--- src/rtl/mfu_pkg.sv ---
// Package for the motor feedback unwrap filter: constants and the per-motor state type.
`timescale 1ns / 1ps

package mfu_pkg;

    localparam int MOTOR_COUNT_DEF = 4;

    localparam logic [10:0] ID_BASE = 11'h201;

    localparam logic signed [31:0] ENC_COUNTS  = 32'sd8192;
    localparam logic signed [15:0] HIGH_THRESH = 16'sd5460;
    localparam logic signed [15:0] LOW_THRESH  = 16'sd2730;

    localparam logic [15:0] WEIGHT_RESET = 16'd655;

    typedef struct packed {
        logic signed [15:0] last_angle;
        logic signed [31:0] turn_position;
        logic signed [31:0] smoothed_speed;
    } motor_state_t;

    localparam int STATE_W = $bits(motor_state_t);

endpackage

--- src/rtl/mfu_ram.sv ---
// Generic single-clock RAM with one write port and one registered read port.
`timescale 1ns / 1ps

module mfu_ram #(
    parameter int WIDTH = 8,
    parameter int DEPTH = 4
) (
    input  logic                                     clk,
    input  logic                                     we,
    input  logic [(DEPTH > 1 ? $clog2(DEPTH) : 1)-1:0] waddr,
    input  logic [WIDTH-1:0]                         wdata,
    input  logic                                     re,
    input  logic [(DEPTH > 1 ? $clog2(DEPTH) : 1)-1:0] raddr,
    output logic [WIDTH-1:0]                         rdata
);

    logic [WIDTH-1:0] mem [DEPTH];
    logic [WIDTH-1:0] rdata_reg;

    always_ff @(posedge clk)
    begin
        if (we)
        begin
            mem[waddr] <= wdata;
        end
        if (re)
        begin
            rdata_reg <= mem[raddr];
        end
    end

    assign rdata = rdata_reg;

endmodule

--- src/rtl/mfu_update.sv ---
// Per-motor update: multi-turn angle unwrap and exponential speed filter.
`timescale 1ns / 1ps

module mfu_update (
    input  mfu_pkg::motor_state_t old_state,
    input  logic signed [15:0]    angle_value,
    input  logic [15:0]           weight,
    input  logic signed [32:0]    weighted_speed,
    output mfu_pkg::motor_state_t new_state
);

    logic signed [31:0] angle_ext;
    logic signed [31:0] last_ext;
    logic signed [31:0] turn_adj;
    logic               wrap_up;
    logic               wrap_down;
    logic signed [48:0] decay_prod;
    logic signed [49:0] decay_neg;
    logic signed [33:0] decay_shifted;
    logic signed [33:0] filter_sum;

    assign angle_ext = {{16{angle_value[15]}}, angle_value};
    assign last_ext  = {{16{old_state.last_angle[15]}}, old_state.last_angle};

    assign wrap_up   = (old_state.last_angle > mfu_pkg::HIGH_THRESH)
                       && (angle_value < mfu_pkg::LOW_THRESH);
    assign wrap_down = (old_state.last_angle < mfu_pkg::LOW_THRESH)
                       && (angle_value > mfu_pkg::HIGH_THRESH);

    always_comb
    begin
        turn_adj = 32'sd0;
        if (wrap_up)
        begin
            turn_adj = mfu_pkg::ENC_COUNTS;
        end
        else if (wrap_down)
        begin
            turn_adj = -mfu_pkg::ENC_COUNTS;
        end
    end

    // The filter is rewritten as w*speed + old + floor(-w*old / 65536).
    assign decay_prod    = $signed({{32{1'b0}}, weight})
                           * $signed({{17{old_state.smoothed_speed[31]}},
                                      old_state.smoothed_speed});
    assign decay_neg     = 50'sd0 - $signed({decay_prod[48], decay_prod});
    assign decay_shifted = decay_neg[49:16];
    assign filter_sum    = $signed({weighted_speed[32], weighted_speed})
                           + $signed({{2{old_state.smoothed_speed[31]}},
                                      old_state.smoothed_speed})
                           + decay_shifted;

    always_comb
    begin
        new_state.last_angle     = angle_value;
        new_state.turn_position  = old_state.turn_position + (angle_ext - last_ext) + turn_adj;
        new_state.smoothed_speed = filter_sum[31:0];
    end

endmodule

--- src/rtl/motor_feedback_unwrap_filter.sv ---
// Top level of the motor feedback unwrap filter: decode, state memory and output register.
//
//   Channel   Handshake              Payload
//   input     in_valid / in_ready    frame_id, angle_value, speed_value, torque_value
//   output    out_valid / out_ready  motor_index, position, angle, speed,
//                                    filtered_speed, torque
//   config    cfg_valid / cfg_ready  filter_weight
//
// One item is taken every cycle while the output is not stalled; the state memory is read in the
// accept cycle and written back as the item leaves the update stage for the output register;
// a write-back register forwards the latest update to a following item for the same motor.
// Reset clears the entry valid bits, so every motor reads as zero until first updated.
// Items with an unknown identifier are accepted and dropped. A stalled output holds its item,
// and the input keeps accepting while the output register is free or being emptied.
`timescale 1ns / 1ps

module motor_feedback_unwrap_filter #(
    parameter int MOTOR_COUNT = mfu_pkg::MOTOR_COUNT_DEF,
    parameter int IDX_W       = (MOTOR_COUNT > 1) ? $clog2(MOTOR_COUNT) : 1
) (
    input  logic                clk,
    input  logic                rst_n,

    input  logic                cfg_valid,
    output logic                cfg_ready,
    input  logic [15:0]         filter_weight,

    input  logic                in_valid,
    output logic                in_ready,
    input  logic [10:0]         frame_id,
    input  logic signed [15:0]  angle_value,
    input  logic signed [15:0]  speed_value,
    input  logic signed [15:0]  torque_value,

    output logic                out_valid,
    input  logic                out_ready,
    output logic [IDX_W-1:0]    motor_index,
    output logic signed [31:0]  position,
    output logic signed [15:0]  angle,
    output logic signed [15:0]  speed,
    output logic signed [31:0]  filtered_speed,
    output logic signed [15:0]  torque
);

    logic [15:0]               weight_reg;

    logic [10:0]               id_offset;
    logic                      id_hit;
    logic [IDX_W-1:0]          id_index;
    logic                      in_accept;

    logic                      s1_valid_reg;
    logic [IDX_W-1:0]          s1_idx_reg;
    logic signed [15:0]        s1_angle_reg;
    logic signed [15:0]        s1_speed_reg;
    logic signed [15:0]        s1_torque_reg;
    logic signed [32:0]        s1_wspeed_reg;
    logic                      s1_advance;

    logic [MOTOR_COUNT-1:0]    entry_valid_reg;
    logic                      fwd_valid_reg;
    logic [IDX_W-1:0]          fwd_idx_reg;
    mfu_pkg::motor_state_t     fwd_state_reg;

    logic [mfu_pkg::STATE_W-1:0] ram_rdata;
    mfu_pkg::motor_state_t     old_state;
    mfu_pkg::motor_state_t     new_state;

    logic                      out_valid_reg;
    logic [IDX_W-1:0]          out_idx_reg;
    logic signed [31:0]        out_pos_reg;
    logic signed [15:0]        out_angle_reg;
    logic signed [15:0]        out_speed_reg;
    logic signed [31:0]        out_filt_reg;
    logic signed [15:0]        out_torque_reg;

    assign cfg_ready = 1'b1;

    always_ff @(posedge clk or negedge rst_n)
    begin
        if (!rst_n)
        begin
            weight_reg <= mfu_pkg::WEIGHT_RESET;
        end
        else if (cfg_valid && cfg_ready)
        begin
            weight_reg <= filter_weight;
        end
    end

    assign id_offset = frame_id - mfu_pkg::ID_BASE;
    assign id_hit    = (frame_id >= mfu_pkg::ID_BASE) && ({21'd0, id_offset} < MOTOR_COUNT);
    assign id_index  = id_offset[IDX_W-1:0];

    assign s1_advance = s1_valid_reg && (!out_valid_reg || out_ready);
    assign in_ready   = !s1_valid_reg || s1_advance;
    assign in_accept  = in_valid && in_ready;

    always_ff @(posedge clk or negedge rst_n)
    begin
        if (!rst_n)
        begin
            s1_valid_reg <= 1'b0;
        end
        else if (in_accept)
        begin
            s1_valid_reg <= id_hit;
        end
        else if (s1_advance)
        begin
            s1_valid_reg <= 1'b0;
        end
    end

    always_ff @(posedge clk)
    begin
        if (in_accept)
        begin
            s1_idx_reg    <= id_index;
            s1_angle_reg  <= angle_value;
            s1_speed_reg  <= speed_value;
            s1_torque_reg <= torque_value;
            s1_wspeed_reg <= $signed({17'd0, weight_reg})
                             * $signed({{17{speed_value[15]}}, speed_value});
        end
    end

    mfu_ram #(
        .WIDTH (mfu_pkg::STATE_W),
        .DEPTH (MOTOR_COUNT)
    ) u_state_ram (
        .clk   (clk),
        .we    (s1_advance),
        .waddr (s1_idx_reg),
        .wdata (new_state),
        .re    (in_accept),
        .raddr (id_index),
        .rdata (ram_rdata)
    );

    always_comb
    begin
        if (fwd_valid_reg && (fwd_idx_reg == s1_idx_reg))
        begin
            old_state = fwd_state_reg;
        end
        else if (entry_valid_reg[s1_idx_reg])
        begin
            old_state = ram_rdata;
        end
        else
        begin
            old_state = '0;
        end
    end

    mfu_update u_update (
        .old_state      (old_state),
        .angle_value    (s1_angle_reg),
        .weight         (weight_reg),
        .weighted_speed (s1_wspeed_reg),
        .new_state      (new_state)
    );

    always_ff @(posedge clk or negedge rst_n)
    begin
        if (!rst_n)
        begin
            entry_valid_reg <= '0;
            fwd_valid_reg   <= 1'b0;
        end
        else if (s1_advance)
        begin
            entry_valid_reg[s1_idx_reg] <= 1'b1;
            fwd_valid_reg               <= 1'b1;
        end
    end

    always_ff @(posedge clk)
    begin
        if (s1_advance)
        begin
            fwd_idx_reg   <= s1_idx_reg;
            fwd_state_reg <= new_state;
        end
    end

    always_ff @(posedge clk or negedge rst_n)
    begin
        if (!rst_n)
        begin
            out_valid_reg <= 1'b0;
        end
        else if (s1_advance)
        begin
            out_valid_reg <= 1'b1;
        end
        else if (out_ready)
        begin
            out_valid_reg <= 1'b0;
        end
    end

    always_ff @(posedge clk)
    begin
        if (s1_advance)
        begin
            out_idx_reg    <= s1_idx_reg;
            out_pos_reg    <= new_state.turn_position;
            out_angle_reg  <= s1_angle_reg;
            out_speed_reg  <= s1_speed_reg;
            out_filt_reg   <= new_state.smoothed_speed;
            out_torque_reg <= s1_torque_reg;
        end
    end

    assign out_valid      = out_valid_reg;
    assign motor_index    = out_idx_reg;
    assign position       = out_pos_reg;
    assign angle          = out_angle_reg;
    assign speed          = out_speed_reg;
    assign filtered_speed = out_filt_reg;
    assign torque         = out_torque_reg;

    // An item with an unknown identifier leaves the update stage empty.
    assert property (@(posedge clk) disable iff (!rst_n)
        in_accept && !id_hit |=> !s1_valid_reg)
    else $error("dropped item entered the update stage");

    // A known identifier reaches the update stage with its motor number.
    assert property (@(posedge clk) disable iff (!rst_n)
        in_accept && id_hit |=> s1_valid_reg && (s1_idx_reg == $past(id_index)))
    else $error("update stage does not hold the accepted motor");

    // A held update stage keeps its item while the output is stalled.
    assert property (@(posedge clk) disable iff (!rst_n)
        s1_valid_reg && !s1_advance |=> s1_valid_reg && $stable(s1_idx_reg))
    else $error("update stage lost its item during a stall");

    // A write-back marks the entry valid and is the one forwarded next.
    assert property (@(posedge clk) disable iff (!rst_n)
        s1_advance |=> entry_valid_reg[$past(s1_idx_reg)] && fwd_valid_reg
                       && (fwd_idx_reg == $past(s1_idx_reg)))
    else $error("write-back not recorded for forwarding");

    // Every write-back produces a result item in the output register.
    assert property (@(posedge clk) disable iff (!rst_n)
        s1_advance |=> out_valid_reg && (out_idx_reg == $past(s1_idx_reg)))
    else $error("write-back without a result item");

endmodule

--- config.mk ---
export PLATFORM = sky130hd
export DESIGN_NAME = motor_feedback_unwrap_filter
export DESIGN_NICKNAME = d
export VERILOG_FILES = /design/src/rtl/mfu_pkg.sv /design/src/rtl/mfu_ram.sv /design/src/rtl/mfu_update.sv /design/src/rtl/motor_feedback_unwrap_filter.sv
export SDC_FILE = /design/constraint.sdc
export NUM_CORES = 2
export LEC_CHECK = 0
export ABC_AREA = 1
export BUFFER_PORTS_ARGS = -buffer_cell sky130_fd_sc_hd__buf_2
export CORE_ASPECT_RATIO = 0.6
export CORE_MARGIN = 1
export CORE_UTILIZATION = 30
export CTS_CLUSTER_SIZE = 10
export DETAILED_ROUTE_END_ITERATION = 12
export SLEW_MARGIN = 20
export SYNTH_ARGS = -nofsm -noshare
export SYNTH_HDL_FRONTEND = slang
export SYNTH_HIERARCHICAL = 1
export SYNTH_SLANG_ARGS = --single-unit
--- constraint.sdc ---
create_clock -name clk -period 14.7 [get_ports clk]
set_clock_uncertainty 0.2 [all_clocks]
set_input_delay 1.47 -clock clk [delete_from_list [all_inputs] [get_ports clk]]
set_output_delay 1.47 -clock clk [all_outputs]
set_load 0.02 [all_outputs]
==> metrics.md <==
| Metric | Value |
|---|---|
| Outcome | `completed` |
| Via/cell ratio | `4.53` |
| Hold Path Class | `reg -> reg` |
| Clk buf depth | `3` |
| Clock Latency Late Sink | `0.73 ns` |
| Peak Freq | `87.9 MHz` |
| Drt wl/cell | `18.4 um` |
| Startpoint of the worst register-to-register path | `s1_idx_reg[0]` |
| Post-Synthesis Net Count | `8,239` |
| CP Max Fanout | `34` |
| Initial cell density of the core | `0.303` |
| Final slew viol count | `0` |
| CP required | `14.91 ns` |
| Worst setup SP type | `flop` |
| CP arrival | `11.58 ns` |
| Die ar. | `211,000 um2` |
| Synth warnings | `6` |
| Nets | `8,248` |
| CTS resizes | `0` |
| Core Area | `207,000 um2` |
| DR vias | `44,700` |
| Die Width | `592 um` |
| Critical Path Slowest Stage Cell | `o21ai_2` |
| Clock slew at reported path FFs | `0.06 ns` |
| Setup violators final | `0` |
| Worst min-delay path endpoint | `torque[9]` |
| Syn Std Cell Area | `62,800 um2` |
| CTS Sinks | `635` |
| Pre-antenna DRT Iters | `6` |
| FILL cells | `21,400` |
| Crit path buffers/inverters | `4` |
| DRT antenna net count | `0` |
| Routability congestion estimate | `0.994` |
| GRT Overall Usage | `0.173` |
| Crit path kind | `reg -> reg` |
| Avg Synthesized Cell Area | `8.89 um2` |
| Die Span Y | `356 um` |
| Setup TNS | `0 ns` |
| Slew headroom | `0.208` |
| Mapped Cells | `7,058` |
| Tmin final | `11.37 ns` |
| RSZ-0062 raised after global routing | `false` |
| Antenna violations before repair | `8` |
| Final Cycle Share | `0.774` |
| DRC | `0` |
| Worst hold stages | `0` |
| Largest net degree at the start of global routing | `110` |
| Site row count | `129` |
| Initial drt markers | `4,136` |
| Root buf cell | `clkbuf_16` |
| R2R depth | `32` |
| Hold Fails Final Rpt | `0` |
| Buffers on Ports | `195` |
| First-pass GRT wire length | `278,000 um` |
| Slowest stage delay, CP | `0.97 ns` |
| Dpl hpwl | `138,000 um` |
| Most used cell, CP | `fa_1` |
| Max cap viols | `0` |
| Hold_buf cts | `0` |
| Reg-to-reg endpoint | `u_state_ram/mem[1][27]` |
| Min-delay src | `s1_torque_reg[9]` |
| H-tree depth | `3` |
| Max FFs per register | `320` |
| Vias in the first global route | `45,000` |
| Slew @ Worst Pin | `1.19 ns` |
| Num ports | `197` |
| Number of stages on the worst setup path | `32` |
| Reg2reg setup slack | `3.33 ns` |
| GRT overflow | `0` |
| P&R area growth vs syn | `8.53%` |
| TritonCTS Buffers | `77` |
| Post CTS Setup Buffer Count | `0` |
| Setup crit end kind | `flop` |
| Cell family with most CP delay | `adder cells` |
| CTS tree | `yes` |
| Share of layout cells above drive strength 1 | `0.110` |
| Aggregate routed wire length | `181,000 um` |
-- per-stage QoR --
stage	utilization	cell area (um2)	setup slack, ns	hold WS, ns	cells
2_1_floorplan	-	62800	3.72	0.200	7058
3_3_place_gp	0.318	65800	3.46	0.200	9739
3_5_place_dp	0.318	65800	3.60	0.205	9739
4_1_cts	0.329	68100	3.49	0.208	9858
5_1_grt	0.329	68100	2.72	0.210	9859
6_report	0.329	68100	3.33	0.207	9863
-- worst max-delay path by stage --
stage	slack, ns	from	endpoint
2_1_floorplan	3.72	out_ready	u_state_ram/mem[1][0]
3_3_place_gp	3.46	s1_idx_reg[0]	u_state_ram/mem[0][25]
3_5_place_dp	3.60	s1_idx_reg[0]	u_state_ram/mem[0][25]
4_1_cts	3.49	s1_idx_reg[0]	u_state_ram/mem[3][25]
5_1_grt	2.72	s1_idx_reg[0]	u_state_ram/mem[1][27]
6_report	3.33	s1_idx_reg[0]	u_state_ram/mem[1][27]
-- area by class of cell --
class	instances	area (um2)	share of cell area
Multi-Input combinational cell	4053	34200	0.503
Clock buffer	104	2060	0.0302
Sequential cell	635	19000	0.279
Clock inverter	15	190	0.00279
Tap cell	2751	3440	0.0505
Timing Repair Buffer	266	1510	0.0222
Inverter	2034	7670	0.113
Antenna cell	5	12.5	0.000184
-- layout by cell type (no fill, tap or decap), types with 8 or more instances in the layout --
| cell type | instances |
|---|---|
| o21ai_0 | 64 |
| nand3_1 | 189 |
| a21o_1 | 24 |
| nand2_1 | 1691 |
| edfxtp_1 | 612 |
| xor2_1 | 74 |
| mux2_2 | 8 |
| inv_1 | 2007 |
| inv_2 | 20 |
| buf_4 | 71 |
| nand2_2 | 13 |
| nand4_1 | 32 |
| fa_1 | 754 |
| clkbuf_16 | 78 |
| dfrtp_2 | 10 |
| buf_2 | 195 |
| o21ai_2 | 74 |
| nor3_2 | 8 |
| a21oi_1 | 135 |
| nor4_1 | 8 |
| o21ai_1 | 17 |
| clkbuf_1 | 25 |
| nor2_1 | 237 |
| nand3_2 | 161 |
| nor2_2 | 16 |
| xnor2_1 | 21 |
| ha_1 | 347 |
| nor3_1 | 22 |
| nand2_4 | 80 |
| o21bai_1 | 19 |
-- layer usage --
metal  track usage  part of all wire
met1         0.272              0.50
met2         0.240              0.39
met3        0.0430             0.096
met4        0.0287             0.014
met5             0           0.00015
Power is left out: the tool's default activity adds up to more than one toggle a clock period on the data nets, which glitch-free logic cannot reach.
